--- config.mk ---
export PLATFORM = sky130hd
export DESIGN_NAME = cbor_item_skip_validator
export DESIGN_NICKNAME = d
export VERILOG_FILES = /design/src/design/cisv_pkg.sv /design/src/design/cbor_item_skip_validator.sv
export SDC_FILE = /design/constraint.sdc
export NUM_CORES = 1
export LEC_CHECK = 0
export BUFFER_PORTS_ARGS = -buffer_cell sky130_fd_sc_hd__buf_2
export CORE_AREA = 2 2 284 146
export DETAILED_ROUTE_END_ITERATION = 16
export DIE_AREA = 0 0 286 148
export PLACE_DENSITY = 0.62
export SLEW_MARGIN = 20
export SYNTH_ARGS = -nofsm -noshare
export SYNTH_HDL_FRONTEND = slang
export SYNTH_SLANG_ARGS = --single-unit
export TNS_END_PERCENT = 1
--- constraint.sdc ---
create_clock -name aclk -period 7.54 [get_ports aclk]
set_clock_uncertainty 0.1 [all_clocks]
set_input_delay 0.754 -clock aclk [delete_from_list [all_inputs] [get_ports aclk]]
set_output_delay 0.754 -clock aclk [all_outputs]
set_load 0.01 [all_outputs]
--- src/design/cisv_pkg.sv ---
// Shared types and constants for the CBOR item skip validator.
// Holds result status codes, error kinds, CBOR head constants and sizing.
// No dependencies.
package cisv_pkg;

    // Largest message size; bytes_remaining saturates at one less than this.
    localparam int MAX_MESSAGE = 8192;

    // Field widths.
    localparam int BYTE_W  = 8;
    localparam int REM_W   = 13;
    localparam int LIMIT_W = 14;
    localparam int OWED_W  = 28;
    localparam int ARG_W   = 64;
    localparam int MAJOR_W = 3;

    // Item limit after reset.
    localparam logic [LIMIT_W-1:0] ITEM_LIMIT_RESET = 14'd4096;

    // Additional-info codes of a CBOR head byte.
    localparam logic [4:0] AI_ONE_BYTE  = 5'd24;
    localparam logic [4:0] AI_RESERVED  = 5'd28;

    // Major types that need special handling.
    localparam logic [MAJOR_W-1:0] MAJ_BSTR  = 3'd2;
    localparam logic [MAJOR_W-1:0] MAJ_TSTR  = 3'd3;
    localparam logic [MAJOR_W-1:0] MAJ_ARRAY = 3'd4;
    localparam logic [MAJOR_W-1:0] MAJ_MAP   = 3'd5;
    localparam logic [MAJOR_W-1:0] MAJ_TAG   = 3'd6;

    // Result status of one byte.
    typedef enum logic [1:0] {
        ST_BUSY    = 2'd0,
        ST_DONE    = 2'd1,
        ST_BAD     = 2'd2,
        ST_IGNORED = 2'd3
    } status_t;

    // Error kind reported with ST_BAD.
    typedef enum logic [2:0] {
        ERR_NONE      = 3'd0,
        ERR_RESERVED  = 3'd1,
        ERR_SHORT_ARG = 3'd2,
        ERR_LENGTH    = 3'd3,
        ERR_LIMIT     = 3'd4,
        ERR_BUF_END   = 3'd5
    } err_t;

endpackage

--- src/design/cbor_item_skip_validator.sv ---
// CBOR item skip validator: walks one canonical CBOR item a byte at a time.
// Depends on cisv_pkg for codes, widths and constants.
//
// Usage: the input stream carries one message byte per item. s_tdata holds
// data_byte in bits [7:0] and bytes_remaining (bytes still following this
// one) in bits [20:8]; s_tuser is start_req, which begins a new skip at this
// byte. Every input item yields exactly one result item. m_tuser holds
// status [1:0], error_kind [4:2] and head_valid [5]; m_tdata holds the
// completed head's major type [2:0] and argument [66:3].
// The item limit (most heads per skip) is written through cfg_we/cfg_wdata and
// resets to 4096. The user must write it only while the block is idle; the block
// does not enforce this. Each byte is registered, then its result is registered.
// Throughput: one byte per cycle. An input register feeds the head decoder,
// counter updates and checks, which load the result register; both stages
// advance together, so a new byte is taken in every cycle the output side
// is not stalled.
// When the receiver holds m_tready low, the result register holds, the input
// register fills, and s_tready drops until the result is taken.
// Reset (aresetn low, synchronous) empties both stages and returns the walker
// to idle with all counts cleared; bytes with start_req low are then ignored.
module cbor_item_skip_validator #(
    parameter int MAX_MESSAGE = cisv_pkg::MAX_MESSAGE
) (
    input  logic        aclk,
    input  logic        aresetn,
    // Input stream.
    input  logic        s_tvalid,
    output logic        s_tready,
    input  logic [23:0] s_tdata,   // data_byte [7:0], bytes_remaining [20:8], zero [23:21]
    input  logic        s_tuser,   // start_req
    // Result stream.
    output logic        m_tvalid,
    input  logic        m_tready,
    output logic [71:0] m_tdata,   // head_major [2:0], head_argument [66:3], zero [71:67]
    output logic [5:0]  m_tuser,   // status [1:0], error_kind [4:2], head_valid [5]
    // Item limit register.
    input  logic        cfg_we,
    input  logic [13:0] cfg_wdata
);

    localparam int REM_W   = cisv_pkg::REM_W;
    localparam int LIMIT_W = cisv_pkg::LIMIT_W;
    localparam int OWED_W  = cisv_pkg::OWED_W;
    localparam int ARG_W   = cisv_pkg::ARG_W;
    localparam int MAJOR_W = cisv_pkg::MAJOR_W;
    localparam int BYTE_W  = cisv_pkg::BYTE_W;
    localparam int RemCap  = MAX_MESSAGE - 1;

    typedef enum logic [1:0] {
        PH_IDLE,
        PH_HEAD,
        PH_ARG,
        PH_PAYLOAD
    } phase_t;

    // Input stage.
    logic               in_valid_reg;
    logic [BYTE_W-1:0]  in_byte_reg;
    logic               in_start_reg;
    logic [REM_W-1:0]   in_rem_reg;
    logic               advance;

    // Walker state.
    phase_t              phase_reg, phase_next;
    logic [OWED_W-1:0]   owed_reg, owed_next;
    logic [LIMIT_W-1:0]  heads_reg, heads_next;
    logic [ARG_W-1:0]    acc_reg, acc_next;
    logic [3:0]          arg_left_reg, arg_left_next;
    logic [REM_W-1:0]    pay_left_reg, pay_left_next;
    logic [MAJOR_W-1:0]  cur_major_reg, cur_major_next;
    logic [LIMIT_W-1:0]  limit_reg;

    // Result stage.
    logic                  out_valid_reg;
    cisv_pkg::status_t     status_reg, status_next;
    cisv_pkg::err_t        kind_reg, kind_next;
    logic                  hv_reg, hv_next;
    logic [MAJOR_W-1:0]    major_reg, major_next;
    logic [ARG_W-1:0]      arg_reg, arg_next;

    // Decode helpers.
    logic [REM_W-1:0]    rem;
    logic [4:0]          ai;
    logic [3:0]          width;
    logic                hc_fire;
    logic [MAJOR_W-1:0]  hc_major;
    logic [ARG_W-1:0]    hc_arg;
    logic                hc_too_long;
    logic [OWED_W-1:0]   owed_add;

    // Both stages move together whenever the input register holds a byte and the result register can take a value.
    assign advance  = in_valid_reg && (!out_valid_reg || m_tready);
    assign s_tready = !in_valid_reg || advance;

    // Oversized byte counts are clamped to one less than the message size.
    assign rem = ({4'b0, in_rem_reg} > 17'(RemCap)) ? REM_W'(RemCap) : in_rem_reg;

    assign ai = in_byte_reg[4:0];

    // Per-byte decode: head, argument bytes, payload skip, end-of-buffer check.
    always_comb begin
        phase_next     = phase_reg;
        owed_next      = owed_reg;
        heads_next     = heads_reg;
        acc_next       = acc_reg;
        arg_left_next  = arg_left_reg;
        pay_left_next  = pay_left_reg;
        cur_major_next = cur_major_reg;
        status_next    = cisv_pkg::ST_BUSY;
        kind_next      = cisv_pkg::ERR_NONE;
        hv_next        = 1'b0;
        major_next     = '0;
        arg_next       = '0;
        hc_fire        = 1'b0;
        hc_major       = in_byte_reg[7:5];
        hc_arg         = {{(ARG_W-5){1'b0}}, ai};
        hc_too_long    = 1'b0;
        width          = 4'd0;
        owed_add       = '0;

        // A start request abandons any skip in flight.
        if (in_start_reg) begin
            owed_next      = OWED_W'(1);
            heads_next     = '0;
            acc_next       = '0;
            arg_left_next  = '0;
            pay_left_next  = '0;
            cur_major_next = '0;
            phase_next     = PH_HEAD;
        end

        unique case (phase_next)
            PH_HEAD: begin
                if (({1'b0, heads_next} + 15'd1) > {1'b0, limit_reg}) begin
                    status_next = cisv_pkg::ST_BAD;
                    kind_next   = cisv_pkg::ERR_LIMIT;
                    phase_next  = PH_IDLE;
                end else begin
                    heads_next = heads_next + LIMIT_W'(1);
                    if (ai < cisv_pkg::AI_ONE_BYTE) begin
                        hc_fire = 1'b1;
                    end else if (ai >= cisv_pkg::AI_RESERVED) begin
                        status_next = cisv_pkg::ST_BAD;
                        kind_next   = cisv_pkg::ERR_RESERVED;
                        phase_next  = PH_IDLE;
                    end else begin
                        width = 4'd1 << ai[1:0];
                        if ({9'b0, width} > rem) begin
                            status_next = cisv_pkg::ST_BAD;
                            kind_next   = cisv_pkg::ERR_SHORT_ARG;
                            phase_next  = PH_IDLE;
                        end else begin
                            acc_next       = '0;
                            arg_left_next  = width;
                            cur_major_next = in_byte_reg[7:5];
                            phase_next     = PH_ARG;
                        end
                    end
                end
            end
            PH_ARG: begin
                acc_next      = {acc_next[ARG_W-BYTE_W-1:0], in_byte_reg};
                arg_left_next = arg_left_next - 4'd1;
                if (arg_left_next == 4'd0) begin
                    hc_fire  = 1'b1;
                    hc_major = cur_major_next;
                    hc_arg   = acc_next;
                end
            end
            PH_PAYLOAD: begin
                pay_left_next = pay_left_next - REM_W'(1);
                if (pay_left_next == '0) begin
                    if (owed_next == '0) begin
                        status_next = cisv_pkg::ST_DONE;
                        phase_next  = PH_IDLE;
                    end else begin
                        phase_next = PH_HEAD;
                    end
                end
            end
            default: begin
                status_next = cisv_pkg::ST_IGNORED;
            end
        endcase

        // A completed head: report it and settle the count of items owed.
        if (hc_fire) begin
            // A string length or container count larger than the bytes that follow.
            hc_too_long = (hc_arg[ARG_W-1:REM_W] != '0) || (hc_arg[REM_W-1:0] > rem);
            hv_next    = 1'b1;
            major_next = hc_major;
            arg_next   = hc_arg;
            if (owed_next != '0) begin
                owed_next = owed_next - OWED_W'(1);
            end
            phase_next = PH_HEAD;
            case (hc_major) inside
                cisv_pkg::MAJ_BSTR, cisv_pkg::MAJ_TSTR: begin
                    if (hc_too_long) begin
                        status_next = cisv_pkg::ST_BAD;
                        kind_next   = cisv_pkg::ERR_LENGTH;
                        phase_next  = PH_IDLE;
                    end else if (hc_arg[REM_W-1:0] != '0) begin
                        pay_left_next = hc_arg[REM_W-1:0];
                        phase_next    = PH_PAYLOAD;
                    end
                end
                cisv_pkg::MAJ_ARRAY, cisv_pkg::MAJ_MAP: begin
                    if (hc_too_long) begin
                        status_next = cisv_pkg::ST_BAD;
                        kind_next   = cisv_pkg::ERR_LENGTH;
                        phase_next  = PH_IDLE;
                    end else begin
                        if (hc_major == cisv_pkg::MAJ_MAP) begin
                            owed_add = {{(OWED_W-REM_W-1){1'b0}}, hc_arg[REM_W-1:0], 1'b0};
                        end else begin
                            owed_add = {{(OWED_W-REM_W){1'b0}}, hc_arg[REM_W-1:0]};
                        end
                        owed_next = owed_next + owed_add;
                    end
                end
                cisv_pkg::MAJ_TAG: begin
                    owed_next = owed_next + OWED_W'(1);
                end
                default: begin
                end
            endcase
            // The item is complete unless a payload or failure took over.
            if (phase_next == PH_HEAD && owed_next == '0) begin
                status_next = cisv_pkg::ST_DONE;
                phase_next  = PH_IDLE;
            end
        end

        // Running out of buffer while a skip is still open.
        if (status_next == cisv_pkg::ST_BUSY && phase_next != PH_IDLE && rem == '0) begin
            status_next = cisv_pkg::ST_BAD;
            if (phase_next == PH_HEAD && heads_next >= limit_reg) begin
                kind_next = cisv_pkg::ERR_LIMIT;
            end else begin
                kind_next = cisv_pkg::ERR_BUF_END;
            end
            phase_next = PH_IDLE;
        end
    end

    // Control state: stage valids, walker phase and counters, item limit.
    always_ff @(posedge aclk) begin
        if (!aresetn) begin
            in_valid_reg  <= 1'b0;
            out_valid_reg <= 1'b0;
            phase_reg     <= PH_IDLE;
            owed_reg      <= '0;
            heads_reg     <= '0;
            acc_reg       <= '0;
            arg_left_reg  <= '0;
            pay_left_reg  <= '0;
            cur_major_reg <= '0;
            limit_reg     <= cisv_pkg::ITEM_LIMIT_RESET;
        end else begin
            if (cfg_we) begin
                limit_reg <= cfg_wdata;
            end
            if (s_tvalid && s_tready) begin
                in_valid_reg <= 1'b1;
            end else if (advance) begin
                in_valid_reg <= 1'b0;
            end
            if (advance) begin
                out_valid_reg <= 1'b1;
                phase_reg     <= phase_next;
                owed_reg      <= owed_next;
                heads_reg     <= heads_next;
                acc_reg       <= acc_next;
                arg_left_reg  <= arg_left_next;
                pay_left_reg  <= pay_left_next;
                cur_major_reg <= cur_major_next;
            end else if (m_tready) begin
                out_valid_reg <= 1'b0;
            end
        end
    end

    // Payload registers of both stages.
    always_ff @(posedge aclk) begin
        if (s_tvalid && s_tready) begin
            in_byte_reg  <= s_tdata[7:0];
            in_rem_reg   <= s_tdata[20:8];
            in_start_reg <= s_tuser;
        end
        if (advance) begin
            status_reg <= status_next;
            kind_reg   <= kind_next;
            hv_reg     <= hv_next;
            major_reg  <= major_next;
            arg_reg    <= arg_next;
        end
    end

    assign m_tvalid = out_valid_reg;
    assign m_tdata  = {5'b0, arg_reg, major_reg};
    assign m_tuser  = {hv_reg, kind_reg, status_reg};

    // An error kind is only ever reported with a malformed status.
    assert property (@(posedge aclk) disable iff (!aresetn)
        out_valid_reg && status_reg != cisv_pkg::ST_BAD |-> kind_reg == cisv_pkg::ERR_NONE)
        else $error("error kind set on a result that is not malformed");

    // Head fields are zero unless a head completed.
    assert property (@(posedge aclk) disable iff (!aresetn)
        out_valid_reg && !hv_reg |-> major_reg == '0 && arg_reg == '0)
        else $error("head fields set without a completed head");

    // While collecting argument bytes, between one and eight remain.
    assert property (@(posedge aclk) disable iff (!aresetn)
        phase_reg == PH_ARG |-> arg_left_reg != 4'd0 && arg_left_reg <= 4'd8)
        else $error("argument byte count out of range");

    // A payload skip always has bytes left to step over.
    assert property (@(posedge aclk) disable iff (!aresetn)
        phase_reg == PH_PAYLOAD |-> pay_left_reg != '0)
        else $error("payload phase with nothing left to skip");

    // A finished or failed item leaves the walker idle.
    assert property (@(posedge aclk) disable iff (!aresetn)
        advance && (status_next == cisv_pkg::ST_DONE || status_next == cisv_pkg::ST_BAD)
        |=> phase_reg == PH_IDLE)
        else $error("walker not idle after a finished or failed item");

endmodule
After elaboration in Yosys (flattened, before gate mapping). Index checks and enable logic that the tools add are counted.

Register bits after elaboration: 239. Output and inout bits: 80. Word-level logic and storage cells: 161.

$add $sub $neg: 7. $lt $le $gt $ge: 6. Equal/unequal tests: 10. Shifts and indexed selects: 1. Multiplexer cells: 94. Reductions and logical operators: 25.

Operators with widths (count): 64-bit two-way mux (7); 28-bit two-way mux (13); 64-bit one-hot mux with 2 select lines (1); 13-bit two-way mux (6); 28-bit logical NOT (2); 14-bit two-way mux (4); 51-bit nonzero test (1); 2-bit two-way mux (25); 3-bit two-way mux (15); 28-bit by 1-bit adder with 28-bit output (second input constant) (1); 28-bit adder (1); 28-bit nonzero test (1); 28-bit by 1-bit subtractor with 28-bit output (second input constant) (1); 13-bit logical NOT (2); 4-bit two-way mux (5); 14-bit by 1-bit adder with 15-bit output (second input constant) (1); 15-bit by 14-bit greater-than comparator with 1-bit output (1); 14-bit by 1-bit adder with 14-bit output (second input constant) (1); 14-bit greater-or-equal comparator (1); 1-bit two-way mux (14); 13-bit greater-than comparator (1); 4-bit by 13-bit greater-than comparator with 1-bit output (1); 13-bit nonzero test (1); 13-bit by 1-bit subtractor with 13-bit output (second input constant) (1); 19 further kinds (36).

Logic depth before layout (Yosys ltp).
Depth after elaboration: 24. Mapped depth: 38. Gate-level depth less buffers: 31.

Least setup slack after synthesis. OpenSTA, ideal clock, no wires.

Kind: register -> register. Start point: register in_start_reg. End point: register kind_reg[0], data pin. Setup time: 0.264 ns. Data arrival time: 6.903 ns. Required time: 7.176 ns. Path slack: 0.273 ns. Stages on the path, launching flop included: 29. Buffers on the path: 7. Clock period less this slack: 7.267 ns. Path through: edfxtp_1 -> buf_2 -> buf_2 -> buf_1 -> clkbuf_1 -> clkbuf_1 -> nor2_1 -> ha_1 -> or4b_1 -> nor2_1 -> clkbuf_1 -> and3_1 -> a21oi_1 -> nor2_1 -> clkbuf_1 -> mux2_2 -> ha_1 -> o21a_1 -> o31a_1 -> o31ai_1 -> a211o_1 -> a211o_1 -> o21ai_4 -> xnor2_1 -> or4b_1 -> or4_4 -> nor4_4 -> o31a_1 -> a21oi_2.

Word-level cells in the longest chain between the ends: 24. Elaborated cells on any way between the ends: 94. Those cells by class: add/sub (7); order compare (3); eq/ne (10); mux (58); reduce/logical (16).

Ends and longest elaborated chain: start: declaration (RTL line cbor_item_skip_validator.sv:59) `logic in_start_reg;`; start signal: assignment (RTL line cbor_item_skip_validator.sv:289) `in_start_reg <= s_tuser;`; 4-bit two-way mux (RTL line cbor_item_skip_validator.sv:122) `if (in_start_reg) begin`; 4-bit by 1-bit subtractor with 4-bit output (RTL line cbor_item_skip_validator.sv:163) `arg_left_next = arg_left_next - 4'd1;`; 4-bit logical NOT (RTL line cbor_item_skip_validator.sv:164) `if (arg_left_next == 4'd0) begin`; 3-bit two-way mux (RTL line cbor_item_skip_validator.sv:164); 3-bit two-way mux (RTL line cbor_item_skip_validator.sv:132) `unique case (phase_next)`; 3-bit equality test (RTL line cbor_item_skip_validator.sv:214) `if (hc_major == cisv_pkg::MAJ_MAP) begin`; 14-bit two-way mux (RTL line cbor_item_skip_validator.sv:214); 28-bit two-way mux (RTL line cbor_item_skip_validator.sv:209) `if (hc_too_long) begin`; (+9 left out); 1-bit logical AND (RTL line cbor_item_skip_validator.sv:229) `if (phase_next == PH_HEAD && owed_next == '0) begin`; 2-bit two-way mux (RTL line cbor_item_skip_validator.sv:229); 2-bit two-way mux (RTL line cbor_item_skip_validator.sv:187) `if (hc_fire) begin`; 2-bit by 1-bit equality test with 1-bit output, or another cell as far along (RTL line cbor_item_skip_validator.sv:238) `if (phase_next == PH_HEAD && heads_next >= limit_reg) begin`; 1-bit logical AND, on equally long branches (RTL line cbor_item_skip_validator.sv:238, cbor_item_skip_validator.sv:236); 1-bit two-way mux or 1-bit logical AND (tied branches) (RTL line cbor_item_skip_validator.sv:238, cbor_item_skip_validator.sv:236); 3-bit two-way mux (*) (RTL line cbor_item_skip_validator.sv:236) `if (status_next == cisv_pkg::ST_BUSY && phase_next != PH_IDLE && rem == '0) begin`; via kind_next[0] (RTL line cbor_item_skip_validator.sv:76) `cisv_pkg::err_t kind_reg, kind_next;`; end signal: assignment (RTL line cbor_item_skip_validator.sv:293) `kind_reg <= kind_next;`; end: declaration (RTL line cbor_item_skip_validator.sv:76).

Mark *: on every way through the listed nets, which the timed path passes. The rest lies on a longest branch. The select of a mux whose other input is x is not followed. A chain may end at the register's enable or synchronous reset.

Worst setup path in the final report.
Start point: register in_start_reg. End point: register kind_reg[0], data pin.

Elaborated cells on any way between the ends: 94. Those cells by class: add/sub (7); order compare (3); eq/ne (10); mux (58); reduce/logical (16).

RTL lines: 4-bit two-way mux (RTL line cbor_item_skip_validator.sv:122); 4-bit by 1-bit subtractor with 4-bit output (RTL line cbor_item_skip_validator.sv:163); 4-bit logical NOT (RTL line cbor_item_skip_validator.sv:164); 64-bit two-way mux (RTL line cbor_item_skip_validator.sv:164); 64-bit two-way mux (*) (RTL line cbor_item_skip_validator.sv:132); via hc_arg[10] (RTL line cbor_item_skip_validator.sv:87) `logic [ARG_W-1:0] hc_arg;`; 14-bit two-way mux (RTL line cbor_item_skip_validator.sv:214); 28-bit two-way mux (RTL line cbor_item_skip_validator.sv:209); (+9 left out); 1-bit logical AND (RTL line cbor_item_skip_validator.sv:229); 2-bit two-way mux (RTL line cbor_item_skip_validator.sv:229); 2-bit two-way mux (RTL line cbor_item_skip_validator.sv:187); 2-bit by 1-bit equality test with 1-bit output, or another cell as far along (RTL line cbor_item_skip_validator.sv:238); 1-bit logical AND, on equally long branches (RTL line cbor_item_skip_validator.sv:238, cbor_item_skip_validator.sv:236); 1-bit two-way mux or 1-bit logical AND (tied branches) (RTL line cbor_item_skip_validator.sv:238, cbor_item_skip_validator.sv:236); 3-bit two-way mux (*) (RTL line cbor_item_skip_validator.sv:236); via kind_next[0] (RTL line cbor_item_skip_validator.sv:76).

Marks and branches as above.

==> flow_metrics.env <==
export IMPL_drtAntennaViolNets=0
export IMPL_remaining_drc_errors=0
export IMPL_synth_cell_types=91
export IMPL_cts_repair_resized=0
export IMPL_wire_per_inst_um=20.3
export IMPL_ir_worst_vdd_mv=0.141
export IMPL_rsz0062_at_grt="no"
export IMPL_setup_slack_ns=0.484
export IMPL_via_per_inst=5.69
export IMPL_syn_mean_instance_area_um2=8.75
export IMPL_antenna_found_initial=1
export IMPL_via_count=13200
export IMPL_root_buffer="clkbuf_16"
export IMPL_gp_congestion=0.925
export IMPL_ys_seq_area_share_pct=38.2
export IMPL_layout_min_cycle_time_ns=7.06
export IMPL_antenna_cells=0
export IMPL_num_rows=52
export IMPL_ctsLongestPathBuffers=3
export IMPL_clock_latency_ns=0.55
export IMPL_synth_xor_area_share_pct=4.38
export IMPL_cpMaxStageDelayCell="or4_4"
export IMPL_post_place_ws_ns=0.584
export IMPL_die_y_um=148
export IMPL_worstHoldEndpoint="in_rem_reg[6]"
export IMPL_crit_path_cell_trace="nor2_1, ha_1, or4b_1, nor2_4, buf_4, nand2_1, inv_1, ha_1, a211oi_1, o21ai_0, a2111oi_0, a21oi_1, or2_2, nand2_1, o21ai_0, o21ai_0, or4b_1, or4_4, nor4_4, buf_4, o31a_1, a21oi_2"
export IMPL_core_area_mm2=0.0398
export IMPL_synth_seq_cells=231
export IMPL_slew_headroom_pct=29.1
export IMPL_largest_reg_flops=64
export IMPL_crit_type="register to register"
export IMPL_drtIter0Drc=1793
export IMPL_io_buffers=115
export IMPL_slew_viol_final=0
export IMPL_regArea_mm2=0.00558
export IMPL_synthFlopType="dfxtp_1"
export IMPL_maxCapViolations=0
export IMPL_grt_max_degree=91
export IMPL_muxShareOfSynthArea_pct=1.63
export IMPL_cts_buffers=23
export IMPL_synth_top_family_by_area="simple AND/OR/NAND/NOR gates"
export IMPL_clock_fmax_ghz=0.142
export IMPL_p_per_area_mw_per_mm2=193
export IMPL_max_slew_worst_pin_slew_ns=1.06
export IMPL_r2r_end="kind_reg[0]"
export IMPL_multiInputGateArea_mm2=0.00834
export IMPL_synth_compound_area_share_pct=18.5
export IMPL_setup_viol=0
export IMPL_n_fill_cell=3993
export IMPL_max_stage_delay_ns=0.54
export IMPL_p_leak_nw=6.51
export IMPL_gr_usage_all_layers_pct=21.7
export IMPL_yosys_warnings=0
export IMPL_ios=124
export IMPL_synthAdderAreaFrac_pct=6.05
export IMPL_start_util_pct=36.6
export IMPL_holdCritStartpoint="s_tdata[14]"
export IMPL_ys_async_sr_fraction_pct=0
export IMPL_synth_cells=1668
export IMPL_cpLargestDelayFamily="simple AND/OR/NAND/NOR gates"
export IMPL_cts_sinks=231
export IMPL_synth_area_mm2=0.0146
export IMPL_post_route_period_util_pct=93.6
export IMPL_hp_class="primary input to register"
export IMPL_holdWs_ns=0.276
export IMPL_cts_tree="done"
export IMPL_die_x_um=286
export IMPL_hold_violations=0
export IMPL_drive_gt1_share_pct=13.9
export IMPL_fin_util_pct=41.5
export IMPL_synth_edf_count=95
export IMPL_dp_hpwl_um=35400
export IMPL_synthSimpleGateAreaFrac_pct=26.3
export IMPL_ctsHoldBuffers=0
export IMPL_critPathCaptureType="register"
export IMPL_cp_common_cell="o21ai_0"
export IMPL_cp_required_ns=7.74
export IMPL_overflow=0
export IMPL_drt_pre_antenna_iters=6
export IMPL_outcome="complete, no violations"
export IMPL_routed_wl_um=46900
export IMPL_crit_buf_inv=3
export IMPL_grt_pass1_vias=11900
export IMPL_htreeDepth=1
export IMPL_hold_path_depth=1
export IMPL_setup_tns_ns=0
export IMPL_arrival_ns=7.26
export IMPL_timing_rr_start="in_start_reg"
export IMPL_rrSetupSlack_ns=0.48
export IMPL_grt_first_pass_wirelength_um=71500
export IMPL_finalNetCount=1869
export IMPL_area_delta_synth_final_pct=13.3
export IMPL_fp_dieArea_mm2=0.0423
export IMPL_cts_setup_buffers=0
export IMPL_path_clk_slew_ns=0.07
export IMPL_r2r_cells=22
export IMPL_cp_start_kind="register"
export IMPL_cp_max_fo=64
-- cell families after synthesis --
group,Yosys count
compound gates,389
flops,231
simple gates,704
fa+ha+maj,70
buf+inv,177
mux,23
other cells,1
xor+xnor,73
-- area by class of cell --
cell class	instances	share of cell area [%]
Clock buffer	35	4.00
Multi-Input combinational cell	1264	50.5
Tap cell	540	4.09
Sequential cell	231	33.7
Clock inverter	7	0.462
Inverter	74	1.69
Timing Repair Buffer	161	5.58
-- synth_stat cells, types with 10 or more instances --
| master | number | area, µm² |
|---|---|---|
| or2_2 | 10 | 62.6 |
| nor3_1 | 46 | 230 |
| inv_1 | 70 | 263 |
| nor2b_1 | 117 | 732 |
| mux2i_1 | 17 | 170 |
| nor4_1 | 38 | 238 |
| nand3_1 | 39 | 195 |
| nor3b_1 | 12 | 90.1 |
| a22oi_1 | 79 | 593 |
| xor2_1 | 32 | 280 |
| o21ai_0 | 84 | 420 |
| ha_1 | 69 | 863 |
| nor2_1 | 130 | 488 |
| o211ai_1 | 17 | 128 |
| a21oi_1 | 68 | 340 |
| and3_1 | 70 | 438 |
| a31oi_1 | 14 | 87.6 |
| buf_4 | 10 | 75.1 |
| clkbuf_1 | 81 | 304 |
| o31ai_1 | 10 | 75.1 |
| xnor2_1 | 41 | 359 |
| edfxtp_1 | 95 | 2850 |
| nand4_1 | 27 | 169 |
| nand2_1 | 130 | 488 |
| dfxtp_1 | 136 | 2720 |
| a21boi_0 | 11 | 82.6 |
| nand2b_1 | 14 | 87.6 |
| and2_1 | 21 | 131 |
-- power by group --
part,internal (mW),total (mW),switching [mW]
clock,0.643,1.16,0.513
sequential,1.34,1.38,0.0358
combinational,0.233,0.658,0.425
total,2.22,3.19,0.974
-- worst max-delay path by stage --
stage	startpoint	to	slack [ns]	depth (start not counted)
floorplan	in_start_reg	kind_reg[0]	0.27	28
global placement	in_start_reg	kind_reg[0]	0.80	21
detailed placement	in_start_reg	kind_reg[0]	0.58	22
CTS	in_start_reg	kind_reg[0]	0.56	22
global route	in_start_reg	kind_reg[0]	0.04	21
finish	in_start_reg	kind_reg[0]	0.48	22
-- stage by stage --
step | instances | cell area (µm²) | power (mW)
3_3_place_gp | 2270 | 15800 | 2.03
6_report | 2312 | 16500 | 3.19
2_1_floorplan | 1672 | 14600 | 1.81
4_1_cts | 2312 | 16500 | 3.19
3_5_place_dp | 2270 | 15800 | 2.04
5_1_grt | 2312 | 16500 | 3.32
-- cell usage in the layout (no fill, tap or decap), types with 37 or more instances in the layout --
cell      Yosys  final
a21oi_1      68     68
nor2b_1     117    117
nor4_1       38     37
and3_1       70     70
ha_1         69     69
nand2_1     130    130
nor2_1      130    128
edfxtp_1     95     95
buf_2         5    114
nand3_1      39     39
nor3_1       46     46
buf_4        10     47
inv_1        70     69
o21ai_0      84     83
a22oi_1      79     79
dfxtp_1     136    136
xnor2_1      41     41
-- per-layer routing --
metal | global-route usage, % | share of wire (%) | routed length, µm | up-vias
li1 | - | - | - | 6272
met1 | 35.8 | 51 | 24000 | 6190
met2 | 26.4 | 35 | 16300 | 654
met3 | 7.25 | 13 | 6110 | 39
met4 | 2.67 | 0.96 | 449 | 0
met5 | 0 | 0 | 0 | -
Power figures use the tool's default switching activity.
